$ cat src/rtl/core/mhsi_pkg.sv
`timescale 1ns / 1ps
`default_nettype none

package mhsi_pkg;

    localparam int MHSI_COEF_BITS = 20;
    localparam int CFG_W          = 60;
    localparam int OFFSET_W       = 21;
    localparam int RAW_W          = 20;
    localparam int D_W            = 22;
    localparam int FRAC_SHIFT     = 15;
    localparam int OUT_W          = 32;
    localparam int CFG_IDX_W      = 3;

    localparam logic [CFG_IDX_W-1:0] REG_ROW_X    = 3'd0;
    localparam logic [CFG_IDX_W-1:0] REG_ROW_Y    = 3'd1;
    localparam logic [CFG_IDX_W-1:0] REG_ROW_Z    = 3'd2;
    localparam logic [CFG_IDX_W-1:0] REG_OFFSET_X = 3'd3;
    localparam logic [CFG_IDX_W-1:0] REG_OFFSET_Y = 3'd4;
    localparam logic [CFG_IDX_W-1:0] REG_OFFSET_Z = 3'd5;

    typedef logic signed [D_W-1:0] mhsi_d_t;

    typedef struct packed {
        logic adv_b;
        logic adv_c;
    } mhsi_adv_t;

endpackage

`default_nettype wire

$ cat src/rtl/core/mhsi_row.sv
`timescale 1ns / 1ps
`default_nettype none

module mhsi_row #(
    parameter int COEF_BITS = mhsi_pkg::MHSI_COEF_BITS
) (
    input  wire logic                                clk,
    input  wire mhsi_pkg::mhsi_d_t [2:0]             d,
    input  wire logic [mhsi_pkg::CFG_W-1:0]          row,
    input  wire mhsi_pkg::mhsi_adv_t                 adv,
    output logic signed [mhsi_pkg::OUT_W-1:0]        field
);

    import mhsi_pkg::*;

    localparam int ROW_W  = (3 * COEF_BITS > CFG_W) ? 3 * COEF_BITS : CFG_W;
    localparam int PROD_W = D_W + COEF_BITS;
    localparam int SUM_W  = PROD_W + 2;
    localparam int SHR_W  = SUM_W - FRAC_SHIFT;
    localparam int EXT_W  = (SHR_W > OUT_W) ? SHR_W : OUT_W + 1;
    localparam logic signed [EXT_W-1:0] SAT_MAX = EXT_W'(64'sd2147483647);
    localparam logic signed [EXT_W-1:0] SAT_MIN = EXT_W'(-64'sd2147483648);
    localparam logic signed [SUM_W-1:0] ROUND_HALF = SUM_W'(64'sd1 <<< (FRAC_SHIFT - 1));

    logic [ROW_W-1:0]                row_ext;
    logic signed [COEF_BITS-1:0]     coef [3];
    logic signed [PROD_W-1:0]        prod_next [3];
    logic signed [PROD_W-1:0]        prod_reg [3];
    logic signed [SUM_W-1:0]         sum;
    logic signed [SHR_W-1:0]         shr;
    logic signed [EXT_W-1:0]         shr_ext;
    logic signed [OUT_W-1:0]         field_next;
    logic signed [OUT_W-1:0]         field_reg;

    assign row_ext = ROW_W'(row);

    always_comb
    begin
        for (int c = 0; c < 3; c++)
        begin
            coef[c]      = signed'(row_ext[c*COEF_BITS +: COEF_BITS]);
            prod_next[c] = PROD_W'(d[c]) * PROD_W'(coef[c]);
        end
    end

    always_ff @(posedge clk)
    begin
        if (adv.adv_b)
        begin
            for (int c = 0; c < 3; c++)
            begin
                prod_reg[c] <= prod_next[c];
            end
        end
    end

    // round half up, then floor shift, then saturate to the signed 32-bit range
    always_comb
    begin
        sum = SUM_W'(prod_reg[0]) + SUM_W'(prod_reg[1]) + SUM_W'(prod_reg[2]) + ROUND_HALF;
        shr = signed'(sum[SUM_W-1:FRAC_SHIFT]);
        shr_ext = EXT_W'(shr);
        if (shr_ext > SAT_MAX)
        begin
            field_next = OUT_W'(SAT_MAX);
        end
        else if (shr_ext < SAT_MIN)
        begin
            field_next = OUT_W'(SAT_MIN);
        end
        else
        begin
            field_next = OUT_W'(shr_ext);
        end
    end

    always_ff @(posedge clk)
    begin
        if (adv.adv_c)
        begin
            field_reg <= field_next;
        end
    end

    assign field = field_reg;

endmodule

`default_nettype wire

$ cat config.mk
export PLATFORM = sky130hd
export DESIGN_NAME = mhsi_row
export DESIGN_NICKNAME = d
export VERILOG_FILES = /design/src/rtl/core/mhsi_pkg.sv /design/src/rtl/core/mhsi_row.sv
export SDC_FILE = /design/constraint.sdc
export NUM_CORES = 2
export LEC_CHECK = 0
export BUFFER_PORTS_ARGS = -buffer_cell sky130_fd_sc_hd__buf_4
export CAP_MARGIN = 30
export CELL_PAD_IN_SITES_DETAIL_PLACEMENT = 0
export CELL_PAD_IN_SITES_GLOBAL_PLACEMENT = 2
export CORE_MARGIN = 2
export CORE_UTILIZATION = 43
export CTS_CLUSTER_SIZE = 8
export DETAILED_ROUTE_END_ITERATION = 8
export GPL_ROUTABILITY_DRIVEN = 0
export GPL_TIMING_DRIVEN = 0
export PLACE_DENSITY = 0.83
export REMOVE_ABC_BUFFERS = 1
export SLEW_MARGIN = 10
export SYNTH_ARGS = -nofsm -noshare
export SYNTH_HDL_FRONTEND = slang
export SYNTH_SLANG_ARGS = --single-unit
$ cat constraint.sdc
create_clock -name clk -period 11.9 [get_ports clk]
set_clock_uncertainty 0.15 [all_clocks]
set_input_delay 2.38 -clock clk [delete_from_list [all_inputs] [get_ports clk]]
set_output_delay 2.38 -clock clk [all_outputs]
set_load 0.02 [all_outputs]
==> results.py <==
metrics = {
    "outcome": {
        "status": "finished, final reports clean",
    },
    "worst_setup_path": {
        "criticalPathCategory": "in2reg",
        "r2r_cells": 13,
        "worst_ep_required_time_ns": 11.91,
        "cp-start-kind": "primary input",
        "cp_max_fo": 22,
        "end_kind": "flop",
        "worstPathArrival_ns": 9.71,
    },
    "sta": {
        "worstMarginPinSlew_ns": 0.858,
        "tns_ns": 0,
        "slew_headroom_pct": 42.7,
        "timing.final.crit_share_pct": 81.5,
        "final-setup-viol-count": 0,
        "clock.fmax_ghz": 0.103,
        "hold_viol": 0,
        "drv_slew": 0,
        "fin_crit_ns": 9.70,
        "rsz0062_at_grt": "no",
    },
    "synth": {
        "synth_cell_type_count": 75,
        "synth_flop_cell": "edfxtp_1",
        "yosysTopAreaCell": "fa_1",
        "syn_area_per_cell_um2": 9.59,
        "synthCells": 5938,
        "synthArstFlopShare_pct": 0,
        "ys_warn_count": 0,
        "ys_ff_latch": 156,
        "synth_top_area_share_pct": 49.5,
        "synthTopCellsByArea": "fa_1 50%, inv_1 10%, ha_1 9.1%",
        "syn_area_um2": 57000,
        "ys_seq_area_share_pct": 8.23,
        "synth_edf_count": 156,
    },
    "global_route": {
        "grt_use_met3_pct": 1.86,
        "globalRouteMet2Util_pct": 36.8,
        "busiest_layer": "met2",
        "grt_pass1_vias": 42200,
        "grt_max_degree": 88,
        "antenna_found_initial": 4,
        "grt_pass1_wl_um": 233000,
        "grt_use_met1_pct": 31.3,
        "grt_overflow_total": 0,
        "track_usage_pct": 21.9,
    },
    "routing": {
        "wl_per_cell_um": 18.3,
        "antenna_left": 0,
        "route.detailed.drc": 0,
        "vias_per_cell": 4.98,
        "drt_wl_total_um": 140000,
        "vias": 38000,
        "drtIter0Drc": 1890,
        "first_pass_iters": 5,
    },
    "floorplanning": {
        "num_rows": 133,
        "start_util_pct": 43.3,
        "die_w_um": 368,
        "dieArea_um2": 135000,
        "io-pin-count": 161,
        "chipHeight_um": 368,
        "core-area_um2": 131000,
    },
    "finish": {
        "syn2layout_area_growth_pct": 5.42,
        "drive_above_1_share_pct": 3.74,
        "largest_reg_flops": 126,
        "final_nets": 7815,
        "seq_area_um2": 4680,
        "fin_area_um2": 60000,
        "layout_common_cells": "1550 x inv_1, 1409 x fa_1, 669 x nand2_1, 661 x and2_1, 415 x ha_1",
        "multi_input_area_um2": 45500,
        "fill_cells": 12800,
        "fin_cells": 7631,
        "final_common_cell": "inv_1",
    },
    "place": {
        "portBuffers": 160,
        "dpl.cell_count": 7598,
        "placed_cell_area_um2": 59400,
        "hpwlAfterDp_um": 116000,
    },
    "min_path": {
        "hp-class": "reg2reg",
        "hold_path_depth": 4,
    },
    "clock_tree": {
        "tritoncts": "built",
        "clock_latency_ns": 0.45,
        "root_buffer": "clkbuf_16",
        "clk_pin_slew_ns": 0.08,
        "cts_sinks": 156,
        "htree_levels": 4,
        "clock_path_buffers": 2,
        "cts_made_buffers": 17,
        "cts_resized": 0,
        "cts_hold_buffers": 0,
        "post_cts_buffers": 0,
    },
    "flow_run": {
        "drv_cap": 0,
    },
}
-- final timing paths --
check	slack [ns]	startpoint	end
setup / recovery	2.20	row[3]	prod_reg[0][40]
hold / removal	0.90	prod_reg[0][111]	field[12]
setup reg to reg	7.47	prod_reg[0][4]	field[31]
hold reg to reg	0.90	prod_reg[0][111]	field[12]
-- worst max-delay path: stages --
cell and delay [ns]:
buf_4 0.19, and2_1 0.23, fa_1 0.59, inv_1 0.14, fa_1 0.58, inv_1 0.07, fa_1 0.97, fa_1 0.56
fa_1 0.53, fa_1 0.49, inv_1 0.05, fa_1 0.49, inv_1 0.04, ha_1 0.30, nand3_1 0.21, nor3_1 0.09
a211oi_1 0.37, nor3_1 0.14, or4b_1 0.52, a31o_2 0.25, a21oi_1 0.16, xnor2_1 0.32
-- kinds of logic (layout without fill, tap and decap cells) --
family                   after synthesis  in the layout  synth area share [%]
XOR/XNOR                             164            164                  2.52
adder cells (fa/ha/maj)             1824           1824                  58.6
AND/OR/NAND/NOR                     1588           1588                  14.1
other                                  0              1                     0
flip-flops                           156            156                  8.23
multiplexers                           1              1                0.0176
AO/OA/AOI/OAI                        398            398                  4.60
buffers and inverters               1807           1744                  11.9
-- synth_stat cells, types with 26 or more instances --
library cell and n:
nand3_1 26, edfxtp_1 156, inv_1 1550, a21oi_1 121, nor2_1 98, ha_1 415
nand2b_1 47, xor2_1 50, xnor2_1 114, fa_1 1409, clkbuf_1 253, and2_1 661
o21ai_0 74, nand2_1 669, a21o_1 75
-- per-layer routing --
layer  wire (um)  vias to the layer above
met5           0                        -
met1       64000                    20000
met2       67900                      719
li1            -                    17200
met4        2200                        0
met3        5570                      116
-- through the flow --
stage / setup slack [ns] / util (%) / hold WS, ns
2_1_floorplan: 2.92 / - / 0.791
3_3_place_gp: 1.78 / 45.2 / 0.865
3_5_place_dp: 1.78 / 45.2 / 0.879
4_1_cts: 2.22 / 45.7 / 0.907
5_1_grt: 1.85 / 45.7 / 0.969
6_report: 2.20 / 45.7 / 0.900
-- cell type report --
type,instances,area share [%]
Multi-Input combinational cell,3975,75.7
Sequential cell,156,7.80
Clock buffer,17,0.709
Tap cell,1755,3.66
Clock inverter,15,0.336
Inverter,1551,9.70
Timing Repair Buffer,161,2.05
Antenna cell,1,0.00417
Power is left out: the tool's default activity adds up to more than one toggle a clock period on the data nets, which glitch-free logic cannot reach.
